**config.mk**
```make
export PLATFORM = sky130hd
export DESIGN_NAME = tsd_ramp
export DESIGN_NICKNAME = d
export VERILOG_FILES = /design/src/tsd_pkg.sv /design/src/tsd_div_cell.sv /design/src/tsd_sqrt_cell.sv /design/src/tsd_ramp.sv
export SDC_FILE = /design/constraint.sdc
export NUM_CORES = 2
export LEC_CHECK = 0
export BUFFER_PORTS_ARGS = -buffer_cell sky130_fd_sc_hd__buf_2
export CORE_ASPECT_RATIO = 1.4
export CORE_MARGIN = 4
export CORE_UTILIZATION = 54
export DETAILED_ROUTE_END_ITERATION = 6
export HOLD_SLACK_MARGIN = 0.1
export PLACE_DENSITY = 0.7
export RECOVER_POWER = 100
export SYNTH_ARGS = -nofsm -noshare
export SYNTH_HDL_FRONTEND = slang
export SYNTH_SLANG_ARGS = --single-unit
```
**constraint.sdc**
```tcl
create_clock -name clk -period 7.8 [get_ports clk]
set_input_delay 0 -clock clk [delete_from_list [all_inputs] [get_ports clk]]
set_output_delay 0 -clock clk [all_outputs]
set_load 0.02 [all_outputs]
```
**src/tsd_pkg.sv**
```systemverilog
// ----------------------------------------------------------------------------
// tsd_pkg: shared constants and types
// Widths, pipeline depths and cell data words of the speed profile.
// ----------------------------------------------------------------------------
package tsd_pkg;

  localparam int DIST_BITS  = 24;
  localparam int FRAC_BITS  = 4;
  localparam int RATE_BITS  = 16;
  localparam int EDGE_BITS  = 16;
  localparam int SPEED_BITS = 16;
  localparam int CFG_BITS   = 24;
  localparam int IDX_BITS   = 3;

  // squared speed saturates at 2^SQ_EXP, so the root has SQ_EXP/2 + 1 bits
  localparam int SQ_EXP     = 34;
  localparam int ROOT_BITS  = SQ_EXP / 2;
  localparam int REM_BITS   = ROOT_BITS + 3;
  localparam int PROD_BITS  = RATE_BITS + DIST_BITS;
  localparam int P_BITS     = PROD_BITS + 7 + 2 * FRAC_BITS;
  localparam int RAMP_LAT   = 2 + SQ_EXP + ROOT_BITS;

  localparam logic [IDX_BITS-1:0] REG_MOVE_LENGTH = 3'd0;
  localparam logic [IDX_BITS-1:0] REG_TOP_SPEED   = 3'd1;
  localparam logic [IDX_BITS-1:0] REG_ACCEL_RATE  = 3'd2;
  localparam logic [IDX_BITS-1:0] REG_DECEL_RATE  = 3'd3;
  localparam logic [IDX_BITS-1:0] REG_EDGES       = 3'd4;

  typedef struct packed {
    logic [EDGE_BITS-1:0] rem;
    logic [SQ_EXP-1:0]    w;
    logic                 sat;
  } div_t;

  typedef struct packed {
    logic [SQ_EXP-1:0]    x;
    logic [REM_BITS-1:0]  r;
    logic [ROOT_BITS-1:0] q;
    logic                 sat;
  } sqrt_t;

endpackage

```
**src/tsd_div_cell.sv**
```systemverilog
// ----------------------------------------------------------------------------
// tsd_div_cell: one restoring division step
// Shifts one dividend bit into the remainder and one quotient bit into w.
// ----------------------------------------------------------------------------
module tsd_div_cell (
  input  logic                          clk,
  input  logic [tsd_pkg::EDGE_BITS-1:0] divisor,
  input  tsd_pkg::div_t                 din,
  output tsd_pkg::div_t                 dout
);

  logic [tsd_pkg::EDGE_BITS:0] trial;
  logic [tsd_pkg::EDGE_BITS:0] diff;
  logic                        take;
  tsd_pkg::div_t               dout_next;

  always_comb begin
    trial = {din.rem, din.w[tsd_pkg::SQ_EXP-1]};
    diff  = trial - {1'b0, divisor};
    take  = (trial >= {1'b0, divisor});
    dout_next.rem = take ? diff[tsd_pkg::EDGE_BITS-1:0] : trial[tsd_pkg::EDGE_BITS-1:0];
    dout_next.w   = {din.w[tsd_pkg::SQ_EXP-2:0], take};
    dout_next.sat = din.sat;
  end

  always_ff @(posedge clk) begin
    dout <= dout_next;
  end

endmodule

```
**src/tsd_sqrt_cell.sv**
```systemverilog
// ----------------------------------------------------------------------------
// tsd_sqrt_cell: one digit-by-digit square root step
// Takes two radicand bits and settles one root bit.
// ----------------------------------------------------------------------------
module tsd_sqrt_cell (
  input  logic           clk,
  input  tsd_pkg::sqrt_t din,
  output tsd_pkg::sqrt_t dout
);

  logic [tsd_pkg::REM_BITS-1:0] r_sh;
  logic [tsd_pkg::REM_BITS-1:0] trial;
  logic                         take;
  tsd_pkg::sqrt_t               dout_next;

  always_comb begin
    r_sh  = {din.r[tsd_pkg::REM_BITS-3:0], din.x[tsd_pkg::SQ_EXP-1 -: 2]};
    trial = {1'b0, din.q, 2'b01};
    take  = (r_sh >= trial);
    dout_next.r   = take ? (r_sh - trial) : r_sh;
    dout_next.q   = {din.q[tsd_pkg::ROOT_BITS-2:0], take};
    dout_next.x   = {din.x[tsd_pkg::SQ_EXP-3:0], 2'b00};
    dout_next.sat = din.sat;
  end

  always_ff @(posedge clk) begin
    dout <= dout_next;
  end

endmodule

```
**src/tsd_ramp.sv**
```systemverilog
// ----------------------------------------------------------------------------
// tsd_ramp: ramp speed floor(sqrt(min(2^(2F)*120*rate*dist/e, 2^34)))
// Multiply, then a row of divider cells, then a row of root cells.
// ----------------------------------------------------------------------------
module tsd_ramp (
  input  logic                          clk,
  input  logic [tsd_pkg::RATE_BITS-1:0] rate,
  input  logic [tsd_pkg::EDGE_BITS-1:0] edges,
  input  logic [tsd_pkg::DIST_BITS-1:0] distance,
  output logic [tsd_pkg::ROOT_BITS:0]   root
);

  logic [tsd_pkg::PROD_BITS-1:0] prod;
  logic [tsd_pkg::P_BITS-1:0]    p_full;
  logic [tsd_pkg::P_BITS-1:0]    p_hi;
  tsd_pkg::div_t                 div_init;
  tsd_pkg::div_t                 div_chain [0:tsd_pkg::SQ_EXP];
  tsd_pkg::sqrt_t                sq_chain  [0:tsd_pkg::ROOT_BITS];

  always_ff @(posedge clk) begin
    prod <= tsd_pkg::PROD_BITS'(rate) * tsd_pkg::PROD_BITS'(distance);
  end

  always_comb begin
    // 120 * prod = 128 * prod - 8 * prod, then scale by 2^(2F)
    p_full = ((tsd_pkg::P_BITS'(prod) << 7) - (tsd_pkg::P_BITS'(prod) << 3))
             << (2 * tsd_pkg::FRAC_BITS);
    p_hi   = p_full >> tsd_pkg::SQ_EXP;
    div_init.sat = (p_hi >= tsd_pkg::P_BITS'(edges));
    div_init.rem = p_hi[tsd_pkg::EDGE_BITS-1:0];
    div_init.w   = p_full[tsd_pkg::SQ_EXP-1:0];
  end

  always_ff @(posedge clk) begin
    div_chain[0] <= div_init;
  end

  for (genvar k = 0; k < tsd_pkg::SQ_EXP; k++) begin : g_div
    tsd_div_cell u_cell (
      .clk    (clk),
      .divisor(edges),
      .din    (div_chain[k]),
      .dout   (div_chain[k+1])
    );
  end

  always_comb begin
    sq_chain[0].x   = div_chain[tsd_pkg::SQ_EXP].w;
    sq_chain[0].r   = '0;
    sq_chain[0].q   = '0;
    sq_chain[0].sat = div_chain[tsd_pkg::SQ_EXP].sat;
  end

  for (genvar k = 0; k < tsd_pkg::ROOT_BITS; k++) begin : g_sqrt
    tsd_sqrt_cell u_cell (
      .clk (clk),
      .din (sq_chain[k]),
      .dout(sq_chain[k+1])
    );
  end

  // saturated square root is exactly 2^(SQ_EXP/2)
  assign root = sq_chain[tsd_pkg::ROOT_BITS].sat ? {1'b1, {tsd_pkg::ROOT_BITS{1'b0}}}
                                                  : {1'b0, sq_chain[tsd_pkg::ROOT_BITS].q};

endmodule

```
; Yosys cells after proc, flatten, opt, wreduce, memory -nomap -nowiden
; Cells that the tools add are included.
[word_totals]
ff_bits = 2280
output_inout_bits = 18
word_cells = 332
[classes]
n_addsub = 50
n_mul = 1
order_cmp = 52
mux = 50
[op_table]
columns = cell, count
row1 = 17-bit by 16-bit >= comparator with 1-bit output, 34
row2 = 16-bit two-way mux, 33
row3 = 16-bit subtractor, 33
row4 = 18-bit two-way mux, 16
row5 = 47-bit by 43-bit subtractor with 47-bit output, 1
row6 = 16-bit by 24-bit multiplier with 40-bit output, 1
row7 = 21-bit by 16-bit >= comparator with 1-bit output, 1
row8 = 20-bit by 10-bit >= comparator with 1-bit output, 1
row9 = 20-bit by 11-bit >= comparator with 1-bit output, 1
row10 = 20-bit by 12-bit >= comparator with 1-bit output, 1
row11 = 20-bit by 13-bit >= comparator with 1-bit output, 1
row12 = 20-bit by 14-bit >= comparator with 1-bit output, 1
row13 = 20-bit by 15-bit >= comparator with 1-bit output, 1
row14 = 20-bit by 16-bit >= comparator with 1-bit output, 1
row15 = 20-bit by 17-bit >= comparator with 1-bit output, 1
row16 = 20-bit by 18-bit >= comparator with 1-bit output, 1
row17 = 20-bit by 3-bit >= comparator with 1-bit output, 1
row18 = 20-bit by 4-bit >= comparator with 1-bit output, 1
row19 = 20-bit by 5-bit >= comparator with 1-bit output, 1
row20 = 20-bit by 6-bit >= comparator with 1-bit output, 1
row21 = 20-bit by 7-bit >= comparator with 1-bit output, 1
row22 = 20-bit by 8-bit >= comparator with 1-bit output, 1
row23 = 20-bit by 9-bit >= comparator with 1-bit output, 1
row24 = 18-bit by 10-bit subtractor with 18-bit output, 1
row25 = other kinds (17), 17

; Depth between registers and ports, before layout
[logic_depth]
depth_word = 2
ltp_mapped = 24
ltp_nobuf = 23

; Hierarchy
; From an unflattened synthesis, not the netlist that was laid out.
[hier_totals]
hier_cells = 13310
hier_area_um2 = 140576.1
[modules_own_cells]
columns = module, instances, cells_each, area_each_um2, seq_area_each_um2
row1 = tsd_div_cell at g_div[0].u_cell ..., 30, 208, 2250.9, 1021.0
row2 = tsd_sqrt_cell at g_sqrt[12].u_cell ..., 14, 251, 2792.7, 1401.3
row3 = tsd_ramp, 1, 1935, 16799.9, 1601.5
row4 = tsd_sqrt_cell at g_sqrt[0].u_cell ..., 3, 264, 2826.5, 1401.3
row5 = tsd_div_cell at g_div[23].u_cell ..., 3, 206, 2165.8, 1021.0
row6 = tsd_div_cell at g_div[26].u_cell, 1, 211, 2174.6, 1021.0

; Worst setup path before layout
; Ideal clock, no wire load.
[synth_timing]
path_type = input-to-reg
startpoint = input distance[6] (netlist name)
endpoint = register prod[36] (netlist name)
setup_time_ns = 0.064
arrival_time_ns = 5.575
t_required_ns = 7.736
slack_ns = 2.161
stages = 22
path_buffers = 1
path_cell_list = clkbuf_1 -> and2_1 -> fa_1 -> inv_1 -> fa_1 -> fa_1 -> fa_1 -> inv_1 -> fa_1 -> inv_1 -> fa_1 -> inv_1 -> ha_1 -> o21a_1 -> o21a_1 -> o211a_1 -> nor2b_1 -> a21oi_1 -> a21oi_1 -> a41o_1 -> or4_1 -> nand4_1
[synth_via]
elab_chain_cells = 1
[synth_lines]
columns = element, line_no
row1 = from (decl), tsd_ramp.sv:9  ; input logic [tsd_pkg::DIST_BITS-1:0] distance,
row2 = 16-bit by 24-bit multiplier with 40-bit output, tsd_ramp.sv:21  ; prod <= tsd_pkg::PROD_BITS'(rate) * tsd_pkg::PROD_BITS'(distance);
row3 = to (signal assigned), tsd_ramp.sv:21
row4 = to (decl), tsd_ramp.sv:13  ; logic [tsd_pkg::PROD_BITS-1:0] prod;
; No other way between the ends.
; A chain may end at the register's enable or synchronous reset.

==> summary.md <==
| Metric | Value |
|---|---|
| # Max-Cap Violations | `3` |
| Multi-input logic area | `0.0521 mm2` |
| HPWL Detailed | `between 150000 and 200000 um` |
| IO Port Bufs | `74` |
| Slowest stage delay, CP | `about 2.2 ns` |
| Root buffer cell | `clkbuf_16` |
| FILL cells | `between 15000 and 20000` |
| CP Launch Type | `input port` |
| Area post-placement | `0.103 mm2` |
| Register-to-Register Path Depth | `21` |
| Post-Route Setup TNS | `0 ns` |
| Critical path capture point type | `flop` |
| Fin. Hold Viols | `0` |
| Antenna violations before repair | `2` |
| Core footprint | `approximately 0.18 mm2` |
| Syn. warnings | `0` |
| Post-synthesis cell area | `0.100 mm2` |
| Worst Hold End | `prod[3]$_DFF_P_` |
| Starting Density | `0.544` |
| Hold path start | `distance[3]` |
| Worst Max-Slew Pin Slew | `3.01 ns` |
| GRT Util Overall | `0.224` |
| Die area | `between 0.15 and 0.2 mm2` |
| Cells after Synth | `9776` |
| Setup CP Type | `in2reg` |
| Reg2Reg Setup Slack | `~1.8 ns` |
| Die span in x | `372 um` |
| RSZ-0062 raised after global routing | `no` |
| Gr ovfl total | `0` |
| Num Clock Sinks | `2200` |
| Clock input transition at the sequential cells of the worst setup and hold paths | `0.07 ns` |
| Crit Reg-Reg Endpoint | `div_chain[1734]$_DFF_P_` |
| Antenna Nets Post-Route | `0` |
| Seq. cell area | `between 0.04 and 0.05 mm2` |
| Via count | `between 60000 and 70000` |
| Via/cell ratio | `5.55` |
| Total CTS buffers | `187` |
| Layout Skew | `approximately 0.051 ns` |
| CP cell instances | `dlygate4sd3_1 > clkbuf_1 > inv_1 > clkbuf_1 > ha_1 > nor2b_1 > o21ai_0 > a21boi_1 > o21a_1 > o41ai_2 > o21ai_0 > o211ai_1 > and2_1 > mux2_2` |
| First-pass GRT wire length | `354000 um` |
| Share of layout cells above drive strength 1 | `0.0815` |
| Post-synth EDFFs | `0` |
| Final instance area | `0.110 mm2` |
| Num rows | `186` |
| Die H | `518 um` |
| Vias in the first global route | `about 72000` |
| Violated checks | `max-capacitance violations, max-slew violations` |
| Critical path's slowest cell | `clkbuf_1` |
| Seq cells post-synth | `2200` |
| Yosys top cell area share | `0.439` |
| Min cycle time layout | `between 6 and 7 ns` |
| Library cells used by synthesis | `slightly below 100` |
| Area grow syn2layout | `9.74%` |
| Syn avg cell area | `10.3 um2` |
| DRC viols | `0` |
| CTS H-tree depth | `4` |
| Worst r2r src | `prod[9]$_DFF_P_` |
| Post-synthesis net count | `11100` |
| CTS tree | `built` |
| Post-Route WL | `217000 um` |
| Critical path arrival | `7.44 ns` |
| Asr flop ratio synth | `0` |
| Clock tree buffer depth | `3` |
| First DRT Iteration DRCs | `3827` |
| Area leader, netlist | `dfxtp_1` |
| Synth area leaders | `dfxtp_1 44%, ha_1 11%, fa_1 6.8%` |
| # setup viols final | `0` |
| Crit path max fanout | `30` |
| Routed wire per std cell | `roughly 17 um` |
| Largest net degree at the start of global routing | `34` |
| Worst skew pair latency | `approximately 0.82 ns` |
| Register area share after synthesis | `0.439` |
| Top Ports | `75` |
| Slew margin rel. | `-1.01` |
| Placer congestion estimate | `0.896` |
| Pre-Repair DR Iteration Count | `6` |
| Peak Freq | `148 MHz` |
| Hold Crit Class | `in2reg` |
| Ys flop type | `dfxtp_1` |
| Status | `finished with violations` |
| Total Nets Final | `11200` |
| WP data required | `8.50 ns` |
| Max-slew violation count | `79` |
| Fin crit share | `0.865` |
| Hold Crit Depth | `6` |
[flip-flops by register name, indices dropped and copies added (netlist names)]
name,count
g_div.u_cell.dout,1410
prod,40
g_sqrt.u_cell.dout,710
div_chain,40
[area by class of cell]
cell class / instances / area share
multi-input combinational: 6519 / 0.474
sequential: 2200 / 0.400
clock buffer: 244 / 0.0476
inverter: 882 / 0.0301
tap: 2444 / 0.0278
clock inverter: 111 / 0.0138
timing repair buffer: 119 / 0.00606
antenna: 2 / 0.0000455
[layer usage]
layer | global-route usage | part of all wire
met2 | 0.416 | 0.52
met1 | 0.246 | 0.39
met5 | 0 | 0
met4 | 0.112 | 0.053
met3 | 0.0311 | 0.039
[cell families after synthesis]
group,Yosys count,synth area share
other,1,0.0000374
XOR/XNOR,572,0.0500
flip-flops,2200,0.439
AND/OR/NAND/NOR,2542,0.128
adder cells (fa/ha/maj),1218,0.177
AO/OA/AOI/OAI,1696,0.110
buffers and inverters,1057,0.0404
multiplexers,490,0.0542
[cell usage in the layout (no fill, tap or decap), drive strengths merged, types with 24 or more instances in the layout]
cell type,count
nor2b,146
clkbuf,277
a21oi,447
o31ai,55
o21bai,52
xnor2,360
or3,138
inv,895
a21boi,56
nand2b,123
o211ai,29
mux2,421
fa,339
a311oi,34
a31o,26
or2,33
o311ai,40
and2,193
nand2,607
clkinvlp,24
nor2,478
xor2,212
nand3,184
buf,74
nor4,69
o21ai,371
a211oi,88
and3,73
ha,879
nand4,145
dfxtp,2200
o21a,101
bufinv,25
a31oi,41
a2111oi,37
clkinv,49
mux2i,69
nor3,259
a21o,184
[how the worst max path moves through the flow]
stage,startpoint,to,slack [ns],cells past startpoint
floorplan,distance[6],prod[36]$_DFF_P_,2.16,22
global placement,rate[6],prod[36]$_DFF_P_,1.41,22
detailed placement,rate[3],prod[38]$_DFF_P_,1.35,21
CTS,distance[2],prod[38]$_DFF_P_,1.93,20
global route,edges[1],g_div[9].u_cell.dout[45]$_DFF_P_,0.75,14
finish,edges[1],g_div[9].u_cell.dout[45]$_DFF_P_,1.06,14
[worst max-delay path: cells and delay by family]
| family | cells | cell delay [ns] |
|---|---|---|
| multiplexers | 1 | 0.42 |
| buffers and inverters | 4 | 3.87 |
| AO/OA/AOI/OAI | 6 | 1.69 |
| AND/OR/NAND/NOR | 2 | 0.84 |
| adder cells (fa/ha/maj) | 1 | 0.56 |
[synth_stat cells, types with 22 or more instances]
master,count
a211oi_1,87
o21ai_0,304
a21o_1,182
o21ai_1,67
nor2_1,478
a2111oi_0,37
o311ai_0,37
nand4_1,145
nand3_1,183
nand2b_1,123
o211ai_1,29
or4_1,22
clkbuf_1,129
fa_1,339
a31oi_1,41
and2_1,190
mux2_2,364
xnor2_1,360
a311oi_1,34
dfxtp_1,2200
buf_2,39
a31o_2,26
inv_1,879
a21boi_0,35
nor3_1,258
o21a_1,101
or2_2,32
nor2b_1,146
o21bai_1,52
and3_1,71
a21oi_1,443
ha_1,879
mux2i_1,69
nand2_1,605
nor4_1,69
o31ai_1,53
or3_1,138
mux2_1,57
xor2_1,212
[what timing repair did]
| item | in CTS | in global routing |
|---|---|---|
| hold endpoints to repair | 44 | 0 |
| setup buffers | 0 | 0 |
| hold buffers | 12 | 0 |
| setup endpoints to repair | 0 | 0 |
| gates resized for setup | 0 | 0 |
[per-stage QoR]
stage	hold slack, ns	util	cells	setup slack, ns
2_1_floorplan	0.122	-	9776	2.16
3_3_place_gp	0.310	0.561	12200	1.41
3_5_place_dp	0.312	0.561	12200	1.35
4_1_cts	0.167	0.598	12500	1.93
5_1_grt	0.211	0.597	12500	0.748
6_report	0.271	0.597	12500	1.06
Power is not shown: default switching activity piles up to over one toggle a cycle in this logic, so the estimate is an artifact.
